### src/hdl/pfc_pkg.sv
`timescale 1ns / 1ps
`default_nettype none

package pfc_pkg;

  localparam int MAX_MESSAGES = 8;
  localparam int FRAME_CAP    = 2 + 4 * MAX_MESSAGES;
  localparam int CW           = $clog2(FRAME_CAP + 2);
  localparam int RAM_AW       = $clog2(FRAME_CAP);

  typedef logic [CW-1:0]     cnt_t;
  typedef logic [RAM_AW-1:0] addr_t;

  typedef struct packed {
    logic       start;
    cnt_t       size;
    logic [7:0] sum;
    logic       drop;
  } emit_req_t;

  typedef enum logic [2:0] {
    S_IDLE  = 3'b001,
    S_WRITE = 3'b010,
    S_EMIT  = 3'b100
  } col_state_t;

endpackage

`default_nettype wire

### src/hdl/pfc_ram.sv
`timescale 1ns / 1ps
`default_nettype none

module pfc_ram #(
  parameter int W = 8,
  parameter int D = 34
) (
  input  wire logic                 clk,
  input  wire logic                 wr_en,
  input  wire logic [$clog2(D)-1:0] wr_addr,
  input  wire logic [W-1:0]         wr_data,
  input  wire logic                 rd_en,
  input  wire logic [$clog2(D)-1:0] rd_addr,
  output logic      [W-1:0]         rd_data
);

  logic [W-1:0] mem [D];

  always_ff @(posedge clk) begin
    if (wr_en) begin
      mem[wr_addr] <= wr_data;
    end
    if (rd_en) begin
      rd_data <= mem[rd_addr];
    end
  end

endmodule

`default_nettype wire

### src/hdl/pfc_collect.sv
`timescale 1ns / 1ps
`default_nettype none

module pfc_collect (
  input  wire logic              clk,
  input  wire logic              rst_n,
  input  wire logic              in_valid,
  output logic                   in_ready,
  input  wire logic [7:0]        in_destination,
  input  wire logic [7:0]        in_msg_type,
  input  wire logic [7:0]        in_msg_id,
  input  wire logic [15:0]       in_msg_value,
  input  wire logic              in_has_message,
  input  wire logic              in_last,
  output logic                   wr_en,
  output pfc_pkg::addr_t         wr_addr,
  output logic [7:0]             wr_data,
  output pfc_pkg::emit_req_t     req,
  input  wire logic              done
);

  import pfc_pkg::*;

  col_state_t      state_r, state_nxt;
  cnt_t            cnt_r, cnt_nxt;
  logic [7:0]      sum_r, sum_nxt;
  logic            drop_r, drop_nxt;
  logic            last_r, last_nxt;
  logic            start_r, start_nxt;
  logic [2:0]      wn_r, wn_nxt;
  addr_t           waddr_r, waddr_nxt;
  logic [4:0][7:0] wbuf_r, wbuf_nxt;

  logic            open;
  cnt_t            base;
  logic [CW:0]     room;
  logic            fit;
  logic [2:0]      n;
  logic [7:0]      msum;

  assign open = (cnt_r == '0);
  assign base = open ? cnt_t'(2) : cnt_r;
  assign room = {1'b0, base} + (CW+1)'(4);
  assign fit  = in_has_message && (room <= (CW+1)'(FRAME_CAP));
  assign n    = (open ? 3'd1 : 3'd0) + (fit ? 3'd4 : 3'd0);
  assign msum = in_msg_type + in_msg_id + in_msg_value[15:8] + in_msg_value[7:0];

  assign in_ready = (state_r == S_IDLE);
  assign wr_addr  = waddr_r;
  assign wr_data  = wbuf_r[0];

  always_comb begin
    req.start = start_r;
    req.size  = cnt_r;
    req.sum   = sum_r;
    req.drop  = drop_r;
  end

  always_comb begin
    state_nxt = state_r;
    cnt_nxt   = cnt_r;
    sum_nxt   = sum_r;
    drop_nxt  = drop_r;
    last_nxt  = last_r;
    start_nxt = 1'b0;
    wn_nxt    = wn_r;
    waddr_nxt = waddr_r;
    wbuf_nxt  = wbuf_r;
    wr_en     = 1'b0;
    case (state_r)
      S_IDLE: begin
        if (in_valid) begin
          cnt_nxt  = fit ? cnt_t'(room) : base;
          sum_nxt  = (open ? in_destination : sum_r) + (fit ? msum : 8'd0);
          drop_nxt = drop_r | (in_has_message & ~fit);
          last_nxt = in_last;
          wn_nxt   = n;
          if (open) begin
            waddr_nxt = addr_t'(1);
            wbuf_nxt  = {in_msg_value[7:0], in_msg_value[15:8], in_msg_id, in_msg_type,
                         in_destination};
          end else begin
            waddr_nxt = cnt_r[RAM_AW-1:0];
            wbuf_nxt  = {in_msg_value[7:0], in_msg_value[7:0], in_msg_value[15:8],
                         in_msg_id, in_msg_type};
          end
          if (n != 3'd0) begin
            state_nxt = S_WRITE;
          end else if (in_last) begin
            state_nxt = S_EMIT;
            start_nxt = 1'b1;
          end
        end
      end
      S_WRITE: begin
        wr_en     = 1'b1;
        wbuf_nxt  = {wbuf_r[4], wbuf_r[4:1]};
        wn_nxt    = wn_r - 3'd1;
        waddr_nxt = waddr_r + addr_t'(1);
        if (wn_r == 3'd1) begin
          if (last_r) begin
            state_nxt = S_EMIT;
            start_nxt = 1'b1;
          end else begin
            state_nxt = S_IDLE;
          end
        end
      end
      S_EMIT: begin
        if (done) begin
          state_nxt = S_IDLE;
          cnt_nxt   = '0;
          sum_nxt   = '0;
          drop_nxt  = 1'b0;
        end
      end
      default: begin
        state_nxt = S_IDLE;
      end
    endcase
  end

  always_ff @(posedge clk) begin
    if (!rst_n) begin
      state_r <= S_IDLE;
      cnt_r   <= '0;
      sum_r   <= '0;
      drop_r  <= 1'b0;
      start_r <= 1'b0;
      wn_r    <= '0;
    end else begin
      state_r <= state_nxt;
      cnt_r   <= cnt_nxt;
      sum_r   <= sum_nxt;
      drop_r  <= drop_nxt;
      start_r <= start_nxt;
      wn_r    <= wn_nxt;
    end
  end

  always_ff @(posedge clk) begin
    last_r  <= last_nxt;
    waddr_r <= waddr_nxt;
    wbuf_r  <= wbuf_nxt;
  end

  a_write_has_work: assert property (@(posedge clk) disable iff (!rst_n)
    state_r == S_WRITE |-> wn_r != 3'd0)
    else $error("write phase with nothing to write");

  a_count_in_range: assert property (@(posedge clk) disable iff (!rst_n)
    cnt_r <= cnt_t'(FRAME_CAP))
    else $error("byte count beyond frame capacity");

  a_start_in_emit: assert property (@(posedge clk) disable iff (!rst_n)
    start_r |-> state_r == S_EMIT)
    else $error("emit start outside emit phase");

endmodule

`default_nettype wire

### src/hdl/pfc_emit.sv
`timescale 1ns / 1ps
`default_nettype none

module pfc_emit (
  input  wire logic              clk,
  input  wire logic              rst_n,
  input  wire pfc_pkg::emit_req_t req,
  output logic                   done,
  output logic                   rd_en,
  output pfc_pkg::addr_t         rd_addr,
  input  wire logic [7:0]        rd_data,
  output logic                   out_valid,
  input  wire logic              out_ready,
  output logic [7:0]             out_frame_byte,
  output logic                   out_last_byte,
  output logic                   out_overflow
);

  import pfc_pkg::*;

  logic       active_r, active_nxt;
  cnt_t       ridx_r, ridx_nxt;
  logic       pv_r, pv_nxt;
  cnt_t       pidx_r, pidx_nxt;
  cnt_t       mark_r, mark_nxt;
  cnt_t       size_r;
  logic [7:0] sum_r;
  logic       drop_r;
  logic       ov_r, ov_nxt;
  logic [7:0] ob_r;
  logic       ol_r;
  logic       oo_r;

  logic       load;
  logic       issue;
  logic [7:0] raw;
  cnt_t       gap;
  logic [7:0] stuffed;

  assign load  = pv_r && (!ov_r || out_ready);
  assign issue = active_r && (!pv_r || load);
  assign done  = load && (pidx_r == size_r);

  assign rd_en   = issue && (ridx_r < size_r);
  assign rd_addr = ridx_r[RAM_AW-1:0];

  // checksum up front, zero pad at the trailing position
  assign raw     = (pidx_r == '0) ? sum_r : ((pidx_r == size_r) ? 8'd0 : rd_data);
  assign gap     = pidx_r + cnt_t'(1) - mark_r;
  assign stuffed = (raw == 8'd0) ? 8'(gap) : raw;

  always_comb begin
    active_nxt = active_r;
    ridx_nxt   = ridx_r;
    pv_nxt     = pv_r;
    pidx_nxt   = pidx_r;
    mark_nxt   = mark_r;
    ov_nxt     = ov_r;
    if (req.start) begin
      active_nxt = 1'b1;
      ridx_nxt   = '0;
      mark_nxt   = '0;
    end else if (issue) begin
      pv_nxt   = 1'b1;
      pidx_nxt = ridx_r;
      ridx_nxt = ridx_r + cnt_t'(1);
      if (ridx_r == size_r) begin
        active_nxt = 1'b0;
      end
    end else if (load) begin
      pv_nxt = 1'b0;
    end
    if (load) begin
      ov_nxt = 1'b1;
      if (raw == 8'd0) begin
        mark_nxt = pidx_r + cnt_t'(1);
      end
    end else if (out_ready) begin
      ov_nxt = 1'b0;
    end
  end

  always_ff @(posedge clk) begin
    if (!rst_n) begin
      active_r <= 1'b0;
      pv_r     <= 1'b0;
      ov_r     <= 1'b0;
    end else begin
      active_r <= active_nxt;
      pv_r     <= pv_nxt;
      ov_r     <= ov_nxt;
    end
  end

  always_ff @(posedge clk) begin
    ridx_r <= ridx_nxt;
    pidx_r <= pidx_nxt;
    mark_r <= mark_nxt;
    if (req.start) begin
      size_r <= req.size;
      sum_r  <= req.sum;
      drop_r <= req.drop;
    end
    if (load) begin
      ob_r <= stuffed;
      ol_r <= (pidx_r == size_r);
      oo_r <= drop_r;
    end
  end

  assign out_valid      = ov_r;
  assign out_frame_byte = ob_r;
  assign out_last_byte  = ol_r;
  assign out_overflow   = oo_r;

  a_never_zero: assert property (@(posedge clk) disable iff (!rst_n)
    ov_r |-> ob_r != 8'd0)
    else $error("zero frame byte on output");

  a_done_after_issue: assert property (@(posedge clk) disable iff (!rst_n)
    done |-> !active_r)
    else $error("frame finished with reads outstanding");

  a_start_when_idle: assert property (@(posedge clk) disable iff (!rst_n)
    req.start |-> !active_r && !pv_r)
    else $error("new frame while previous one still in flight");

endmodule

`default_nettype wire

### src/hdl/packet_framer_checksum.sv
`timescale 1ns / 1ps
`default_nettype none

// channel | ports                                                    | accepted when
// input   | in_destination in_msg_type in_msg_id in_msg_value        | in_valid && in_ready
//         | in_has_message in_last                                   |
// output  | out_frame_byte out_last_byte out_overflow                | out_valid && out_ready
//
// a word is accepted, then its stored bytes (none, 1, 4 or 5) are written one by one,
// through the single write port of the frame memory
// a last word then streams size+1 bytes at one per cycle, while out_ready is high, through the memory read port
// no word is accepted while a frame is being written out
// synchronous active-low reset, no clearing pass; out_ready low stalls the read pipeline

module packet_framer_checksum (
  input  wire logic        clk,
  input  wire logic        rst_n,
  input  wire logic        in_valid,
  output logic             in_ready,
  input  wire logic [7:0]  in_destination,
  input  wire logic [7:0]  in_msg_type,
  input  wire logic [7:0]  in_msg_id,
  input  wire logic [15:0] in_msg_value,
  input  wire logic        in_has_message,
  input  wire logic        in_last,
  output logic             out_valid,
  input  wire logic        out_ready,
  output logic [7:0]       out_frame_byte,
  output logic             out_last_byte,
  output logic             out_overflow
);

  import pfc_pkg::*;

  logic      wr_en;
  addr_t     wr_addr;
  logic [7:0] wr_data;
  logic      rd_en;
  addr_t     rd_addr;
  logic [7:0] rd_data;
  emit_req_t req;
  logic      done;

  pfc_collect u_collect (
    .clk            (clk),
    .rst_n          (rst_n),
    .in_valid       (in_valid),
    .in_ready       (in_ready),
    .in_destination (in_destination),
    .in_msg_type    (in_msg_type),
    .in_msg_id      (in_msg_id),
    .in_msg_value   (in_msg_value),
    .in_has_message (in_has_message),
    .in_last        (in_last),
    .wr_en          (wr_en),
    .wr_addr        (wr_addr),
    .wr_data        (wr_data),
    .req            (req),
    .done           (done)
  );

  pfc_ram #(
    .W (8),
    .D (FRAME_CAP)
  ) u_frame_ram (
    .clk     (clk),
    .wr_en   (wr_en),
    .wr_addr (wr_addr),
    .wr_data (wr_data),
    .rd_en   (rd_en),
    .rd_addr (rd_addr),
    .rd_data (rd_data)
  );

  pfc_emit u_emit (
    .clk            (clk),
    .rst_n          (rst_n),
    .req            (req),
    .done           (done),
    .rd_en          (rd_en),
    .rd_addr        (rd_addr),
    .rd_data        (rd_data),
    .out_valid      (out_valid),
    .out_ready      (out_ready),
    .out_frame_byte (out_frame_byte),
    .out_last_byte  (out_last_byte),
    .out_overflow   (out_overflow)
  );

endmodule

`default_nettype wire
### config.mk
export PLATFORM = sky130hd
export DESIGN_NAME = packet_framer_checksum
export DESIGN_NICKNAME = d
export VERILOG_FILES = /design/src/hdl/pfc_pkg.sv /design/src/hdl/pfc_ram.sv /design/src/hdl/pfc_collect.sv /design/src/hdl/pfc_emit.sv /design/src/hdl/packet_framer_checksum.sv
export SDC_FILE = /design/constraint.sdc
export NUM_CORES = 1
export LEC_CHECK = 0
export BUFFER_PORTS_ARGS = -buffer_cell sky130_fd_sc_hd__buf_2
export CORE_ASPECT_RATIO = 0.6
export CORE_UTILIZATION = 45
export DETAILED_ROUTE_END_ITERATION = 8
export GPL_ROUTABILITY_DRIVEN = 1
export PLACE_DENSITY = 0.7
export SETUP_SLACK_MARGIN = 0.05
export SLEW_MARGIN = 20
export SYNTH_ARGS = -nofsm -noshare
export SYNTH_HDL_FRONTEND = slang
export SYNTH_SLANG_ARGS = --single-unit
### constraint.sdc
create_clock -name clk -period 5.5 [get_ports clk]
set_input_delay 0.275 -clock clk [delete_from_list [all_inputs] [get_ports clk]]
set_output_delay 0.275 -clock clk [all_outputs]
set_load 0.005 [all_outputs]
==> results.toml, run 1 <==
[outcome]
status = "finished clean"

[final_layout]
register_area_um2 = 11500
final_cells = 1752
nNetsFinal = 1310
multi_input_area_um2 = 5420
fillers = 3145
drive_above_1_share_pct = 18.56
post-route-util_pct = 51.20
fin_area_um2 = 19380
antennaDiodeCount = 0
area_delta_synth_final_pct = 11.45

[floorplan]
ios = 58
die_area_um2 = 39460
start_util_pct = 45.94
rows = 55
core_area_um2 = 37850
die_h_um = 154.3
die_width_um = 255.8

[routing]
dr.max_layer_used = "met4"
route.met2.wl_mm = 15.61
drtAntennaViolNets = 0
routed_wl_mm = 38.42
wl_met1_mm = 18.64
vias = 9851
dr.pass1.iters = 5
drc = 0
dr_wl_met3_mm = 3.626
wl_per_cell_um = 21.93
via_per_inst = 5.623
drt-initial-drc-count = 1063

[logic_synthesis]
synth_edf_count = 358
synth_fa_ha_area_share_pct = 4.289
synthesis.area_um2 = 17390
yosys.area_share.simple_pct = 7.966
synth-compound-area-share_pct = 5.440
seq_area_frac_synth_pct = 66.09
syn-mean-instance-area_um2 = 15.07
ys_ff_latch = 395
synth-xor-area-share_pct = 2.058
syn_nets = 1250
yosysWarnings = 0
synth_top_family_by_area = "multiplexers"
ys.flop_type = "edfxtp_1"
ys_async_sr_fraction_pct = 0
muxShareOfSynthArea_pct = 11.34
synth_cell_types = 63
synth_cells = 1154

[hold_path]
worstHoldPathType = "input port to register"

[clocking]
numCtsBuffers = 36
clk_latency_ns = 0.53
clock_path_buffers = 3
tritoncts = "built"
htree_levels = 2
clk_pin_slew_ns = 0.06
post_cts_buffers = 0
cts-root-buf = "clkbuf_16"
cts_sinks = 395

[worst_setup_path]
crit_path_end_kind = "register"
cpPeakStageDelay_ns = 0.68
criticalPathCategory = "register to register"
worstPathArrival_ns = 4.48
critPathSlowestCell = "o31ai_2"
crit_fanout = 12
start_kind = "register"
cp_cell_sequence = "inv_1 -> ha_1 -> nor4b_1 -> nor4_1 -> o31ai_2 -> nor2_4 -> and2_1 -> ha_1 -> fa_1 -> a21o_1 -> a21oi_1 -> o21bai_1 -> a21oi_1 -> xnor2_1 -> a22oi_1 -> nor2b_1"
cp.required_ns = 5.97

[sta]
relSlewSlack_pct = 22.27
setup_viol = 0
finalHoldViolCount = 0
skew_ns = 0.01350
max_freq_mhz = 249.0
final.min_clock_period_ns = 4.016
timing.setup.tns_ns = 0
slew_violations = 0
period_share_pct = 73.01
tightest_slew_ns = 1.166
rsz0062_at_grt = "no"

[job]
maxCapViolations = 0

[grt]
grt_usage_pct = 19.68
grt_pass1_vias = 9513
grt_max_degree = 57
grt-ovfl-total = 0
grt_pass1_wl_mm = 58.73
antenna_found_initial = 1

[place]
placed_area_um2 = 18220
hpwl_mm = 25.45
dp.cells = 1684
place_congestion = 0.8283
port_buffers = 57

[pwr]
power.total_uw = 8616
p_leak_uw = 0.006553
p_per_area_nw_per_um2 = 444.6
vdd_drop_max_mv = 0.2095
==> cell families (layout without fill, tap and decap cells) <==
| logic type | Yosys count | after routing |
|---|---|---|
| AO/OA/AOI/OAI | 152 | 152 |
| XOR/XNOR | 40 | 40 |
| adder cells (fa/ha/maj) | 50 | 50 |
| buffers and inverters | 122 | 207 |
| flip-flops | 395 | 395 |
| multiplexers | 95 | 95 |
| AND/OR/NAND/NOR | 300 | 300 |
==> routing by layer <==
metal  vias to the layer above  global-route usage, %
met5                         -                      0
met4                         0                  3.906
met3                        49                  5.588
met2                       395                  26.29
met1                      4956                  31.53
li1                       4451                      -
==> cell usage in the layout, fill, tap and decap left out, types with 4 or more instances in the layout <==
master / instances
a211oi_1: 9
a21boi_0: 4
a21o_1: 8
a21oi_1: 44
a22oi_1: 7
a31oi_1: 18
and2_1: 6
buf_2: 57
buf_4: 14
buf_8: 4
clkbuf_1: 6
clkbuf_16: 37
clkinv_1: 7
clkinv_2: 8
dfxtp_1: 35
edfxtp_1: 358
fa_1: 16
ha_1: 34
inv_1: 66
mux2_4: 4
mux2i_1: 11
mux4_2: 80
nand2_1: 99
nand2b_1: 4
nand3_1: 18
nand3b_1: 5
nor2_1: 106
nor2b_1: 25
nor3_1: 6
o21ai_0: 32
o21bai_1: 4
o22ai_1: 4
xnor2_1: 20
xor2_1: 19
==> flip-flops by register name, indices dropped and copies added (netlist names), 3 cells and up <==
register,flops
u_emit.sum_r,8
u_collect.cnt_r,6
u_collect.state_r,3
u_emit.out_frame_byte,8
u_frame_ram.rd_data,8
u_collect.wbuf_r,32
u_emit.mark_r,6
u_collect.sum_r,8
u_collect.wr_data,8
u_frame_ram.mem,272
u_collect.wr_addr,6
u_emit.size_r,6
u_emit.rd_addr,6
u_emit.pidx_r,6
u_collect.wn_r,3
==> cells in the mapped netlist, types with 3 or more instances <==
library cell | number | area, um2
o21bai_1 | 4 | 30.03
a21oi_1 | 44 | 220.2
o21ai_0 | 32 | 160.2
xor2_1 | 19 | 166.4
inv_1 | 66 | 247.7
and2_1 | 6 | 37.54
dfxtp_1 | 37 | 740.7
o21a_1 | 3 | 22.52
a211oi_1 | 9 | 67.56
nand4_1 | 3 | 18.77
nor3_1 | 6 | 30.03
a21o_1 | 8 | 60.06
nor2_1 | 107 | 401.6
and3_1 | 3 | 18.77
buf_2 | 10 | 50.05
nand3_1 | 18 | 90.09
fa_1 | 16 | 320.3
a21boi_0 | 4 | 30.03
nor2b_1 | 25 | 156.4
ha_1 | 34 | 425.4
mux2_4 | 4 | 60.06
mux2i_1 | 11 | 110.1
nand2b_1 | 4 | 25.02
clkbuf_1 | 42 | 157.7
nor3b_1 | 3 | 22.52
nand2_1 | 101 | 379.1
o21ai_1 | 3 | 15.01
o22ai_1 | 4 | 25.02
nor4_1 | 3 | 18.77
edfxtp_1 | 358 | 10750
mux4_2 | 80 | 1802
xnor2_1 | 20 | 175.2
a31oi_1 | 18 | 112.6
o31ai_1 | 3 | 22.52
nand3b_1 | 5 | 37.54
a22oi_1 | 7 | 52.55
==> layout make-up <==
class / count / share of cell area [%]
clock inverters: 20 / 0.6586
clock buffers: 43 / 4.894
well taps: 513 / 3.312
flip-flops and latches: 395 / 59.32
inverters: 67 / 1.324
repair buffers: 77 / 2.518
multi-input cells: 637 / 27.97
==> final timing paths <==
kind	start	slack [ns]	endpoint	cells after the start
min reg2reg	u_emit.drop_r$_DFFE_PP_	0.42	u_emit.out_overflow$_DFFE_PP_	0
max	u_collect.cnt_r[2]$_SDFFE_PN0P_	1.48	u_collect.sum_r[6]$_SDFFE_PN0P_	16
min	in_valid	0.04	u_collect.start_r$_SDFF_PN0_	3
max reg2reg	u_collect.cnt_r[2]$_SDFFE_PN0P_	1.48	u_collect.sum_r[6]$_SDFFE_PN0P_	16
==> metrics by stage <==
stage / worst slack, ns / hold WS, ns
2_1_floorplan: 1.919 / 0.3739
5_1_grt: 1.177 / 0.05334
6_report: 1.484 / 0.04233
3_5_place_dp: 1.580 / 0.4054
4_1_cts: 1.569 / 0.02053
3_3_place_gp: 1.642 / 0.4069
==> critical path, delay by kind of cell (launching register included) <==
| kind | cells | cell delay (ns) |
|---|---|---|
| AOI/OAI and AO/OA | 6 | 1.45 |
| and+or+nand+nor | 5 | 1.11 |
| adders and majority gates | 3 | 0.77 |
| DFF | 1 | 0.38 |
| xor gates and xnor gates | 1 | 0.14 |
| buffers and inverters | 1 | 0.10 |
==> what timing repair did <==
| item | in CTS | in global routing |
|---|---|---|
| hold endpoints to repair | 1 | 0 |
| hold buffers | 1 | 0 |
| resized for setup | 0 | 0 |
==> report_power, final <==
group	internal, uW	leakage [uW]	switching, uW
combinational	874	0.00248	1200
sequential	3820	0.00354	341
clock	1280	0.000524	1100
total	5970	0.00655	2640
(Power assumes the default switching activity.)
==> run 2: changes to the inputs <==
--- a/config.mk
+++ b/config.mk
@@ -10,7 +10,7 @@
 export CORE_UTILIZATION = 45
 export DETAILED_ROUTE_END_ITERATION = 8
 export GPL_ROUTABILITY_DRIVEN = 1
-export PLACE_DENSITY = 0.7
+export PLACE_DENSITY = 0.72
 export SETUP_SLACK_MARGIN = 0.05
 export SLEW_MARGIN = 20
 export SYNTH_ARGS = -nofsm -noshare
==> constraint.sdc (replaced) <==
create_clock -name clk -period 3.3 [get_ports clk]
set_input_delay 0.165 -clock clk [delete_from_list [all_inputs] [get_ports clk]]
set_output_delay 0.165 -clock clk [all_outputs]
set_load 0.005 [all_outputs]
==> run 2 against run 1 <==
Effect of this change:
- wire length increased by 2.8%
- critical path type unchanged
- worst hold slack got worse by 0.022 ns
- die area did not move
- critical path depth is 1 lower
- largest cell class unchanged
==> results.toml, run 2 (synthesis results as in run 1) <==
[outcome]
status = "finished clean"

[final_layout]
reg_top3 = "u_frame_ram.mem (272), u_collect.wbuf_r (32)"
area_delta_synth_final_pct = 16.69
nNetsFinal = 1377
regMostFlops = "u_frame_ram.mem"
antennaDiodeCount = 0
post-route-util_pct = 53.61
largest_reg_flops = 272
final_cell_mix = "edfxtp_1 (358), nor2_1 (106), nand2_1 (99), mux4_2 (80), buf_4 (64)"
layout_commonest_cell = "edfxtp_1"
drive_above_1_share_pct = 24.04

[sta]
setup_viol = 0
relSlewSlack_pct = 33.09
finalWorstSetupSlack_ns = 0.02425
final.min_clock_period_ns = 3.276
period_share_pct = 99.27
max_freq_mhz = 305.3
skew_ns = 0.01442
tightest_slew_ns = 0.9999
rsz0062_at_grt = "yes"
slew_violations = 0
finalHoldViolCount = 0

[routing]
via_per_inst = 5.584
routed_wl_mm = 39.50
drc = 0
vias = 10157
drtAntennaViolNets = 0
drt-initial-drc-count = 1155
wl_per_cell_um = 21.72
dr.pass1.iters = 5

[pwr]
power.total_uw = 15210
comb_power_share_pct = 26.8
power_frac_clock_pct = 28.5
p_int_uw = 10690
p_leak_uw = 0.007010
seqPwrFrac_pct = 44.8
p_switching_uw = 4519
p_per_area_nw_per_um2 = 749.7
vdd_drop_max_mv = 0.3787
power.share.switching_pct = 29.71

[worst_setup_path]
worst_r2r_endpoint = "u_collect.sum_r[7]$_SDFFE_PN0P_"
crit_path_end_kind = "register"
cp.required_ns = 3.71
worstPathArrival_ns = 3.69
criticalPathCategory = "register to register"
r2r_start = "u_collect.cnt_r[2]$_SDFFE_PN0P_"
reg2reg_slack_ns = 0.02
crit_fanout = 4
r2r.worst_path.cells = 15
start_kind = "register"

[floorplan]
die_area_um2 = 39460
die_h_um = 154.3
ios = 58
start_util_pct = 45.94
rows = 55
die_width_um = 255.8
core_area_um2 = 37850

[place]
pre_cts_ws_ns = -0.3214
hpwl_mm = 26.85
port_buffers = 57
place_congestion = 0.8380

[clocking]
clock_path_buffers = 3
clk_latency_ns = 0.53
clk_pin_slew_ns = 0.07
htree_levels = 2
cts_sinks = 395
numCtsBuffers = 36
cts-root-buf = "clkbuf_16"
tritoncts = "built"

[hold_path]
worstHoldPathType = "input port to register"
hold_end = "u_collect.wbuf_r[39]$_DFFE_PP_"
hold_path_depth = 2
hp-start = "in_msg_value[7]"

[grt]
grt-ovfl-total = 0
grt_pass1_wl_mm = 59.93
grt_usage_pct = 20.17
grt_max_degree = 67
antenna_found_initial = 3
grt_pass1_vias = 9918

[job]
maxCapViolations = 0
[run 2: routing by layer]
metal	part of all wire (%)	vias up	global-route usage (%)
li1	-	4590	-
met1	47	5103	32.75
met2	42	427	28.05
met3	9.3	37	4.015
met4	0.96	0	3.450
met5	0	-	0
[run 2: timing repair]
item	4_1_cts	5_1_grt
hold endpoints to repair	7	0
setup endpoints to repair	2	4
buffers inserted	0	5
hold buffers	7	0
pin swaps	0	10
gates resized for setup	1	19
[run 2: final cells by class]
class / instances / area, um2
fillers: 3007 / 17560
flip-flops and latches: 395 / 11500
multi-input cells: 637 / 5552
repair buffers: 144 / 1140
clock buffers: 41 / 940.9
well taps: 513 / 641.9
inverters: 67 / 261.5
clock inverters: 22 / 252.7
[run 2: worst max path at each step]
stage,cells after the start,endpoint,start
floorplan,15,u_collect.sum_r[7]$_SDFFE_PN0P_,in_msg_value[1]
global placement,16,u_collect.sum_r[7]$_SDFFE_PN0P_,in_msg_value[1]
detailed placement,16,u_collect.sum_r[7]$_SDFFE_PN0P_,in_msg_value[1]
CTS,15,u_collect.sum_r[7]$_SDFFE_PN0P_,u_collect.cnt_r[2]$_SDFFE_PN0P_
global route,15,u_collect.sum_r[7]$_SDFFE_PN0P_,u_collect.cnt_r[2]$_SDFFE_PN0P_
finish,15,u_collect.sum_r[7]$_SDFFE_PN0P_,u_collect.cnt_r[2]$_SDFFE_PN0P_
[run 2: metrics by stage]
step / TNS (ns) / hold WS, ns / instance area, um2 / std cells
after floorplan: -0.02628 / 0.2639 / 17450 / 1154
after global routing: -0.2136 / 0.02750 / 20290 / 1819
after CTS: -0.04430 / 0.008891 / 20010 / 1807
after global placement: -0.7919 / 0.3875 / 18730 / 1736
final: 0 / 0.02065 / 20290 / 1819
after detailed placement: -0.8696 / 0.3825 / 18740 / 1737
[run 2: power groups by stage]
stage / clock [uW] / sequential [uW] / combinational [uW]
2_1_floorplan: 0 / 6790 / 2440
3_3_place_gp: 0 / 7120 / 3460
3_5_place_dp: 0 / 7150 / 3580
4_1_cts: 4380 / 7040 / 3610
5_1_grt: 4580 / 6850 / 4420
6_report: 4330 / 6810 / 4070
[run 2: worst max-delay path, cell delays in order, from the launching register on]
cell       delay [ns]
dfxtp_2          0.32
inv_2            0.06
ha_4             0.13
or4b_4           0.48
a2111oi_4        0.38
o31ai_4          0.11
nor2_4           0.16
and2_4           0.19
ha_4             0.20
a21o_1           0.16
a21oi_2          0.16
o21bai_1         0.12
a2111oi_1        0.33
or3_1            0.18
a211oi_1         0.04
nand3b_1         0.16
